--- src/mst_pkg.sv ---
// Shared types and constants for the multi-slot one-shot timer.
package mst_pkg;

    localparam int CNT_W             = 16;
    localparam int PRESC_W           = 6;
    localparam int DIV_W             = 7;
    localparam int SLOT_W            = 3;
    localparam int TICKS_W           = 16;
    localparam int EXP_W             = 4;
    localparam int DEFAULT_NUM_SLOTS = 5;

    localparam logic [DIV_W-1:0] DIV_MAX   = DIV_W'(64);
    localparam logic [DIV_W-1:0] DIV_MIN   = DIV_W'(1);
    localparam logic [DIV_W-1:0] DIV_RESET = DIV_W'(32);

    // Item action codes.
    typedef enum logic [1:0] {
        ACT_TICK  = 2'd0,
        ACT_REG   = 2'd1,
        ACT_UNREG = 2'd2,
        ACT_NOP   = 2'd3
    } t_action;

    // Per-slot control from the top level for one accepted item.
    typedef struct packed {
        logic load;
        logic clear;
        logic advance;
        logic one_shot;
    } t_slot_ctrl;

endpackage

--- src/mst_ifs.sv ---
// Valid/ready channel interfaces for timer items and timer results.
interface mst_in_if;
    logic                       valid;
    logic                       ready;
    logic [1:0]                 action;
    logic [mst_pkg::SLOT_W-1:0] slot;
    logic [mst_pkg::TICKS_W-1:0] ticks;
    logic                       has_handler;

    modport source (output valid, action, slot, ticks, has_handler, input ready);
    modport sink   (input valid, action, slot, ticks, has_handler, output ready);
endinterface

interface mst_out_if;
    logic                      valid;
    logic                      ready;
    logic [mst_pkg::EXP_W-1:0] expired_slots;
    logic                      tick_slot_match;
    logic [mst_pkg::CNT_W-1:0] count_value;
    logic                      counting;

    modport source (output valid, expired_slots, tick_slot_match, count_value, counting,
                    input ready);
    modport sink   (input valid, expired_slots, tick_slot_match, count_value, counting,
                    output ready);
endinterface

--- src/mst_slot.sv ---
// One compare slot: compare value, armed flag and match detection.
module mst_slot (
    input  logic                      i_clk,
    input  logic                      i_rst_n,
    input  mst_pkg::t_slot_ctrl       i_ctrl,
    input  logic [mst_pkg::CNT_W-1:0] i_load_value,
    input  logic [mst_pkg::CNT_W-1:0] i_new_count,
    output logic                      o_armed,
    output logic                      o_armed_next,
    output logic                      o_match
);
    import mst_pkg::*;

    logic [CNT_W-1:0] r_cmp;
    logic [CNT_W-1:0] n_cmp;
    logic             r_armed;
    logic             n_armed;

    // A match needs an armed slot and a counter step onto its compare value.
    assign o_match = r_armed & i_ctrl.advance & (r_cmp == i_new_count);

    // Arming takes priority; a one-shot slot disarms itself when it fires.
    always_comb begin
        n_cmp   = r_cmp;
        n_armed = r_armed;
        if (i_ctrl.load) begin
            n_cmp   = i_load_value;
            n_armed = 1'b1;
        end else if (i_ctrl.clear) begin
            n_armed = 1'b0;
        end else if (o_match && i_ctrl.one_shot) begin
            n_armed = 1'b0;
        end
    end

    always_ff @(posedge i_clk) begin
        if (!i_rst_n) begin
            r_armed <= 1'b0;
        end else begin
            r_armed <= n_armed;
        end
    end

    // The compare value is only read while armed, so it needs no reset.
    always_ff @(posedge i_clk) begin
        r_cmp <= n_cmp;
    end

    assign o_armed      = r_armed;
    assign o_armed_next = n_armed;

endmodule

--- src/multi_slot_oneshot_timer.sv ---
// Top level of the multi-slot one-shot timer: counter, prescaler, slots, result register.
//
//  Channel  Dir  Handshake             Payload
//  i_in     in   valid/ready           action, slot, ticks, has_handler
//  o_out    out  valid/ready           expired_slots, tick_slot_match, count_value, counting
//  i_cfg    in   write enable, no wait divide_by (7 bits)
//
// Each item is processed in the cycle of its transfer and its result appears in the
// output register on the next cycle; one item per cycle is sustained while o_out is ready.
// i_in.ready is high when the result register is empty or is being taken this cycle.
// A stall on o_out holds the result and blocks further input transfers.
// Synchronous reset clears the counter, the prescaler and all armed flags.
module multi_slot_oneshot_timer #(
    parameter int NUM_SLOTS = mst_pkg::DEFAULT_NUM_SLOTS
) (
    input  logic                      i_clk,
    input  logic                      i_rst_n,
    input  logic                      i_cfg_we,
    input  logic [mst_pkg::DIV_W-1:0] i_cfg_wdata,
    mst_in_if.sink                    i_in,
    mst_out_if.source                 o_out
);
    import mst_pkg::*;

    logic [DIV_W-1:0]   r_divide_by;
    logic [CNT_W-1:0]   r_count;
    logic [CNT_W-1:0]   n_count;
    logic [PRESC_W-1:0] r_presc;
    logic [PRESC_W-1:0] n_presc;

    logic               r_out_valid;
    logic [EXP_W-1:0]   r_out_exp;
    logic               r_out_match0;
    logic [CNT_W-1:0]   r_out_count;
    logic               r_out_counting;

    logic               w_xfer;
    logic               w_is_tick;
    logic               w_is_reg;
    logic               w_is_unreg;
    logic               w_advance;
    logic [DIV_W-1:0]   w_div;
    logic [CNT_W-1:0]   w_ticks_eff;
    logic [CNT_W-1:0]   w_load_value;
    logic [EXP_W-1:0]   w_expired;
    logic [EXP_W-1:0]   w_exp_armed;

    logic [NUM_SLOTS-1:0] w_armed;
    logic [NUM_SLOTS-1:0] w_armed_next;
    logic [NUM_SLOTS-1:0] w_match;

    // Input transfer when the result register can take a new result.
    assign i_in.ready = !r_out_valid || o_out.ready;
    assign w_xfer     = i_in.valid && i_in.ready;
    assign w_is_tick  = (i_in.action == ACT_TICK);
    assign w_is_reg   = (i_in.action == ACT_REG);
    assign w_is_unreg = (i_in.action == ACT_UNREG);

    // Divider register; zero behaves as one and large values saturate.
    always_ff @(posedge i_clk) begin
        if (!i_rst_n) begin
            r_divide_by <= DIV_RESET;
        end else if (i_cfg_we) begin
            r_divide_by <= i_cfg_wdata;
        end
    end

    always_comb begin
        if (r_divide_by == '0) begin
            w_div = DIV_MIN;
        end else if (r_divide_by > DIV_MAX) begin
            w_div = DIV_MAX;
        end else begin
            w_div = r_divide_by;
        end
    end

    // Prescaler and counter; they only run on accepted tick items while some slot is armed.
    always_comb begin
        n_count   = r_count;
        n_presc   = r_presc;
        w_advance = 1'b0;
        if (w_xfer && w_is_tick && (|w_armed)) begin
            if (({1'b0, r_presc} + DIV_W'(1)) >= w_div) begin
                n_presc   = '0;
                n_count   = r_count + CNT_W'(1);
                w_advance = 1'b1;
            end else begin
                n_presc = r_presc + PRESC_W'(1);
            end
        end
    end

    always_ff @(posedge i_clk) begin
        if (!i_rst_n) begin
            r_count <= '0;
            r_presc <= '0;
        end else begin
            r_count <= n_count;
            r_presc <= n_presc;
        end
    end

    // New compare value: a zero delay counts as one, the sum wraps.
    assign w_ticks_eff  = (i_in.ticks == '0) ? CNT_W'(1) : i_in.ticks;
    assign w_load_value = r_count + w_ticks_eff;

    // Compare slots; slot 0 is periodic and the rest need a handler to arm.
    for (genvar gi = 0; gi < NUM_SLOTS; gi++) begin : g_slot
        t_slot_ctrl w_ctrl;
        logic       w_sel;

        assign w_sel           = (i_in.slot == SLOT_W'(gi));
        assign w_ctrl.load     = w_xfer && w_is_reg && w_sel
                                 && ((gi == 0) || i_in.has_handler);
        assign w_ctrl.clear    = w_xfer && w_is_unreg && w_sel;
        assign w_ctrl.advance  = w_advance;
        assign w_ctrl.one_shot = (gi != 0);

        mst_slot u_slot (
            .i_clk        (i_clk),
            .i_rst_n      (i_rst_n),
            .i_ctrl       (w_ctrl),
            .i_load_value (w_load_value),
            .i_new_count  (n_count),
            .o_armed      (w_armed[gi]),
            .o_armed_next (w_armed_next[gi]),
            .o_match      (w_match[gi])
        );
    end

    // Expired bits for slots 1 to 4, where they exist.
    for (genvar gk = 0; gk < EXP_W; gk++) begin : g_exp
        if (gk + 1 < NUM_SLOTS) begin : g_on
            assign w_expired[gk]   = w_match[gk+1];
            assign w_exp_armed[gk] = w_armed[gk+1];
        end else begin : g_off
            assign w_expired[gk]   = 1'b0;
            assign w_exp_armed[gk] = 1'b0;
        end
    end

    // Result register.
    always_ff @(posedge i_clk) begin
        if (!i_rst_n) begin
            r_out_valid <= 1'b0;
        end else if (w_xfer) begin
            r_out_valid <= 1'b1;
        end else if (o_out.ready) begin
            r_out_valid <= 1'b0;
        end
    end

    always_ff @(posedge i_clk) begin
        if (w_xfer) begin
            r_out_exp      <= w_expired;
            r_out_match0   <= w_match[0];
            r_out_count    <= n_count;
            r_out_counting <= |w_armed_next;
        end
    end

    assign o_out.valid           = r_out_valid;
    assign o_out.expired_slots   = r_out_exp;
    assign o_out.tick_slot_match = r_out_match0;
    assign o_out.count_value     = r_out_count;
    assign o_out.counting        = r_out_counting;

    // The counter holds while no slot is armed.
    a_count_stops: assert property (@(posedge i_clk) disable iff (!i_rst_n)
        !(|w_armed) |=> $stable(r_count))
        else $error("counter moved with no slot armed");

    // A pending result reflects the live running state.
    a_counting_live: assert property (@(posedge i_clk) disable iff (!i_rst_n)
        r_out_valid |-> (r_out_counting == (|w_armed)) && (r_out_count == r_count))
        else $error("pending result disagrees with timer state");

    // A slot reported as expired is no longer armed.
    a_expired_disarmed: assert property (@(posedge i_clk) disable iff (!i_rst_n)
        r_out_valid |-> ((r_out_exp & w_exp_armed) == '0))
        else $error("expired slot still armed");

    // The periodic slot stays armed after a match.
    a_slot0_stays: assert property (@(posedge i_clk) disable iff (!i_rst_n)
        (r_out_valid && r_out_match0) |-> w_armed[0])
        else $error("periodic slot disarmed on match");

endmodule

--- src/flat_wrapper.sv ---
// flat-port wrapper written by rule: the top's interface ports become plain ports
module multi_slot_oneshot_timer_flat import mst_pkg::*;
#(
    parameter int NUM_SLOTS = mst_pkg::DEFAULT_NUM_SLOTS
)
  (i_clk, i_rst_n, i_cfg_we, i_cfg_wdata, i_in_valid, i_in_action, i_in_slot, i_in_ticks, i_in_has_handler, i_in_ready, o_out_valid, o_out_expired_slots, o_out_tick_slot_match, o_out_count_value, o_out_counting, o_out_ready);
  mst_in_if i_in_i ();
  mst_out_if o_out_i ();
  input  logic i_clk;
  input  logic i_rst_n;
  input  logic i_cfg_we;
  input  logic [mst_pkg::DIV_W-1:0] i_cfg_wdata;
  input wire logic [$bits(i_in_i.valid)-1:0] i_in_valid;
  input wire logic [$bits(i_in_i.action)-1:0] i_in_action;
  input wire logic [$bits(i_in_i.slot)-1:0] i_in_slot;
  input wire logic [$bits(i_in_i.ticks)-1:0] i_in_ticks;
  input wire logic [$bits(i_in_i.has_handler)-1:0] i_in_has_handler;
  output wire logic [$bits(i_in_i.ready)-1:0] i_in_ready;
  output wire logic [$bits(o_out_i.valid)-1:0] o_out_valid;
  output wire logic [$bits(o_out_i.expired_slots)-1:0] o_out_expired_slots;
  output wire logic [$bits(o_out_i.tick_slot_match)-1:0] o_out_tick_slot_match;
  output wire logic [$bits(o_out_i.count_value)-1:0] o_out_count_value;
  output wire logic [$bits(o_out_i.counting)-1:0] o_out_counting;
  input wire logic [$bits(o_out_i.ready)-1:0] o_out_ready;
  assign i_in_i.valid = i_in_valid;
  assign i_in_i.action = i_in_action;
  assign i_in_i.slot = i_in_slot;
  assign i_in_i.ticks = i_in_ticks;
  assign i_in_i.has_handler = i_in_has_handler;
  assign i_in_ready = i_in_i.ready;
  assign o_out_valid = o_out_i.valid;
  assign o_out_expired_slots = o_out_i.expired_slots;
  assign o_out_tick_slot_match = o_out_i.tick_slot_match;
  assign o_out_count_value = o_out_i.count_value;
  assign o_out_counting = o_out_i.counting;
  assign o_out_i.ready = o_out_ready;
  multi_slot_oneshot_timer #(.NUM_SLOTS(NUM_SLOTS)) u_core (.i_clk(i_clk), .i_rst_n(i_rst_n), .i_cfg_we(i_cfg_we), .i_cfg_wdata(i_cfg_wdata), .i_in(i_in_i), .o_out(o_out_i));
endmodule
--- config.mk ---
export PLATFORM = sky130hd
export DESIGN_NAME = multi_slot_oneshot_timer_flat
export DESIGN_NICKNAME = d
export VERILOG_FILES = /design/src/mst_pkg.sv /design/src/mst_ifs.sv /design/src/mst_slot.sv /design/src/multi_slot_oneshot_timer.sv /design/src/flat_wrapper.sv
export SDC_FILE = /design/constraint.sdc
export NUM_CORES = 1
export LEC_CHECK = 0
export ABC_CLOCK_PERIOD_IN_PS = 5500
export BUFFER_PORTS_ARGS = -buffer_cell sky130_fd_sc_hd__buf_2
export CORE_MARGIN = 2
export CORE_UTILIZATION = 55
export DETAILED_ROUTE_END_ITERATION = 6
export GPL_TIMING_DRIVEN = 0
export PLACE_DENSITY_LB_ADDON = 0.08
export SYNTH_ARGS = -nofsm -noshare
export SYNTH_HDL_FRONTEND = slang
export SYNTH_SLANG_ARGS = --single-unit
--- constraint.sdc ---
create_clock -name i_clk -period 5.5 [get_ports i_clk]
set_input_delay 1.1 -clock i_clk [delete_from_list [all_inputs] [get_ports i_clk]]
set_output_delay 1.1 -clock i_clk [all_outputs]
set_load 0.005 [all_outputs]
==> impl_results.md <==
- Status: complete, no violations
- Pre-antenna DRT Iters: 5
- Layout overhead on the synthesized area: 15.9%
- Setup Fix Bufs, Post-CTS: 0
- Std-Cell Rows: 42
- Share of the cycle needed by the critical path after routing: 0.873
- Fin. max-slew vios: 0
- Setup clock skew after layout: 0.00754 ns
- Number of primary I/O pins: 58
- Flip-flop and latch count after synthesis: 137
- Synthesized netlist net count: 723
- Post-synthesis cell area: 7450 um2
- Clk buf depth: 2
- Hold Fails Final Rpt: 0
- Terminating pin of the worst hold path: u_core.r_presc[1]
- Leading cell type by number of instances after synthesis: edfxtp_1
- Kind of start point of the critical path: primary input
- Synthesized instance count: 664
- Die Area: 14500 um2
- Total Nets Final: 801
- Setup repair after global routing missed its margin: false
- Crit Path Category: in2reg
- CTS H-tree depth: 4
- Transition time at the pin with the least slew margin: 1.36 ns
- Leak Pwr: 3.21 nW
- Half-perimeter wire length after detailed placement: 15.0 mm
- DRT iter0 DRCs: 427
- Number of violations of the max-capacitance limit: 0
- Fraction of post-synthesis cell area in the top cell type by area: 0.411
- Relative slew slack: 0.0956
- DRT antenna net count: 0
- Avg Vias per Cell: 5.89
- Number of resized instances in the post-cts repair step: 0
- Largest net degree at the start of global routing: 24
- CTS tree: done
- Number of buffers inserted during clock tree synthesis: 17
- Horiz. Die Dim: 120 um
- Synth Warn #: 0
- Terminus of the critical flop-to-flop path: u_core.o_out.counting
- Cells on Worst Hold Path: 2
- Required time of the worst setup path: 5.66 ns
- Total power of the final layout: 2.45 mW
- Cell taking the most area after synthesis: edfxtp_1
- Clk pin slew, worst setup/hold paths: 0.06 ns
- DRT Wirelength: 20.2 mm
- Initial Util: 0.562
- Fin Hold WS: 0.505 ns
- Initial antenna violation count: 1
- Number of global-route vias before repair: 5450
- GRT Total Usage: 0.294
- Synth cell types: 79
- CP Capture Type: flop
- Number of cells on the worst reg-to-reg path: 14
- Clock insertion delay at the later pin of the skew report: 0.42 ns
- Cells taking the most area after synthesis: edfxtp_1 41%, dfxtp_1 9.4%, xnor2_1 6.5%
- Cts-stage hold buffer count: 0
- Post-synth top cells: 102 x edfxtp_1, 55 x xnor2_1, 51 x xor2_1
- Number of instances in the placed design: 899
- Number of synthesized flops with an enable pin: 102
- Fraction of registers with async set/reset: 0
- Drc violations: 0
- Area of the core: 13200 um2
- VDD IR-drop max: 0.166 mV
- Fraction of final layout cells with drive strength greater than 1: 0.170
- Data arrival time of the critical path: 4.96 ns
- Global route overflow: 0
- # clock sinks: 137
- Final setup fails: 0
- Number of standard cells in the layout, taps in and fillers out: 931
- Vias post-DR: 5481
- Critical hold path startpoint: u_core.r_presc[1]
- Wire length of the first global-routing pass: 31.3 mm
- Final total negative setup slack: 0 ns
- Time the final worst path needs with I/O delays and setup: 4.80 ns
- Peak Freq: 0.208 GHz
- Power density normalized to cell area: 284 nW/um2
- Hold Crit Class: reg2reg
- Buffer cell driving the clock tree root: clkbuf_16
- IO Port Bufs: 55
- Gp weighted congestion: 0.963
- Crit-path max FO: 5
- Average wire per cell in the routed design: 21.7 um
- Fraction of the yosys area taken by sequential cells: 0.505
- Reg-to-reg setup timing slack: 0.72 ns
- Mean post-synth cell area: 11.2 um2
- Die outline height: 120 um
- Top flip-flop cell by instance count after synthesis: edfxtp_1
- Reg2Reg Launch Point: u_core.r_presc[0]
- Number of diodes added for antenna fixing: 0
## area by class of cell
type / count / area [um2]
clock inverter: 11 / 173
multi-input combinational: 456 / 3400
buffer: 38 / 173
sequential: 137 / 3760
timing repair buffer: 59 / 332
clock buffer: 21 / 450
fill: 1062 / 4610
tap: 176 / 220
inverter: 33 / 124
## cell families after synthesis
kind of cell / count (synthesis) / share of synthesized area
xor+xnor: 112 / 0.139
flops: 137 / 0.505
fa+ha+maj: 25 / 0.0430
buf+inv: 71 / 0.0398
simple gates: 213 / 0.165
compound gates: 98 / 0.0966
mux: 8 / 0.0109
## state kept, by name, summed over array words and instances, names as in the netlist
name and cells:
u_core.g_slot.u_slot.r_cmp 80, u_core.o_out.valid 1, u_core.o_out.tick_slot_match 1, u_core.r_divide_by 7, u_core.g_slot.u_slot.o_armed 5, u_core.o_out.counting 1, u_core.r_count 16, u_core.o_out.expired_slots 4
u_core.r_presc 6, u_core.o_out.count_value 16
## metal layers
metal	part of all wire	wire length, um	global-route usage	vias up
met5	0	0	0	-
met1	0.44	8970	0.397	2659
li1	-	-	-	2578
met4	0.032	643	0.134	0
met2	0.46	9360	0.455	190
met3	0.060	1210	0.0665	54
## through the flow
step           area [um2]  worst slack, ns  utilization
3_5_place_dp         8010            0.316        0.605
5_1_grt              8640            0.328        0.652
2_1_floorplan        7450             1.47            -
3_3_place_gp         7940            0.322        0.600
6_report             8640            0.699        0.652
4_1_cts              8640            0.697        0.652
## worst max path at each step
stage,startpoint,to,depth (start not counted)
4_1_cts,i_in_ticks[10],u_core.g_slot[2].u_slot.r_cmp[14],16
2_1_floorplan,u_core.r_presc[2],u_core.o_out.counting,14
3_5_place_dp,i_in_ticks[10],u_core.g_slot[1].u_slot.r_cmp[14],16
3_3_place_gp,i_in_ticks[10],u_core.g_slot[2].u_slot.r_cmp[14],16
5_1_grt,i_in_ticks[10],u_core.g_slot[2].u_slot.r_cmp[14],16
6_report,i_in_ticks[10],u_core.g_slot[2].u_slot.r_cmp[14],16
## layout by cell type (no fill, tap or decap), types with 4 or more instances in the layout
| master | count |
|---|---|
| nor4_1 | 11 |
| dfxtp_1 | 35 |
| nor3b_1 | 4 |
| or4_1 | 5 |
| o221ai_1 | 4 |
| edfxtp_1 | 102 |
| inv_1 | 32 |
| clkinv_4 | 4 |
| xor2_1 | 51 |
| xnor2_1 | 55 |
| nor3_1 | 13 |
| clkbuf_16 | 17 |
| mux2i_1 | 7 |
| clkbuf_1 | 29 |
| and3_1 | 7 |
| nand2_1 | 31 |
| xnor2_2 | 4 |
| bufinv_16 | 4 |
| and4_1 | 5 |
| nor2_1 | 29 |
| and2_1 | 7 |
| nand4_1 | 17 |
| a221oi_1 | 4 |
| ha_1 | 24 |
| o21ai_0 | 14 |
| nand2b_1 | 5 |
| a21o_1 | 6 |
| nand3_1 | 21 |
| nor2b_1 | 30 |
| nand3b_1 | 7 |
| buf_2 | 64 |
| a21oi_1 | 18 |
## worst max-delay path, cell delays in order
cell and delay, ns:
buf_2 0.11, nor4_1 0.51, a41o_1 0.33, ha_1 0.19, inv_1 0.05, fa_1 0.39, nor2b_1 0.12, o21ai_0 0.10
a21oi_1 0.25, o21ai_0 0.16, a21boi_0 0.38, o2111ai_1 0.26, a31oi_1 0.33, a21o_1 0.17, a21oi_1 0.10, xnor2_1 0.41
## power by group
| part | total [mW] | leakage, nW | switching [mW] | internal [mW] |
|---|---|---|---|---|
| clock network | 1.21 | 0.301 | 0.439 | 0.772 |
| registers | 1.13 | 1.23 | 0.00587 | 1.12 |
| logic | 0.109 | 1.68 | 0.0664 | 0.0422 |
| total | 2.45 | 3.21 | 0.511 | 1.94 |
Note: power is estimated with default switching activity, not from simulation.
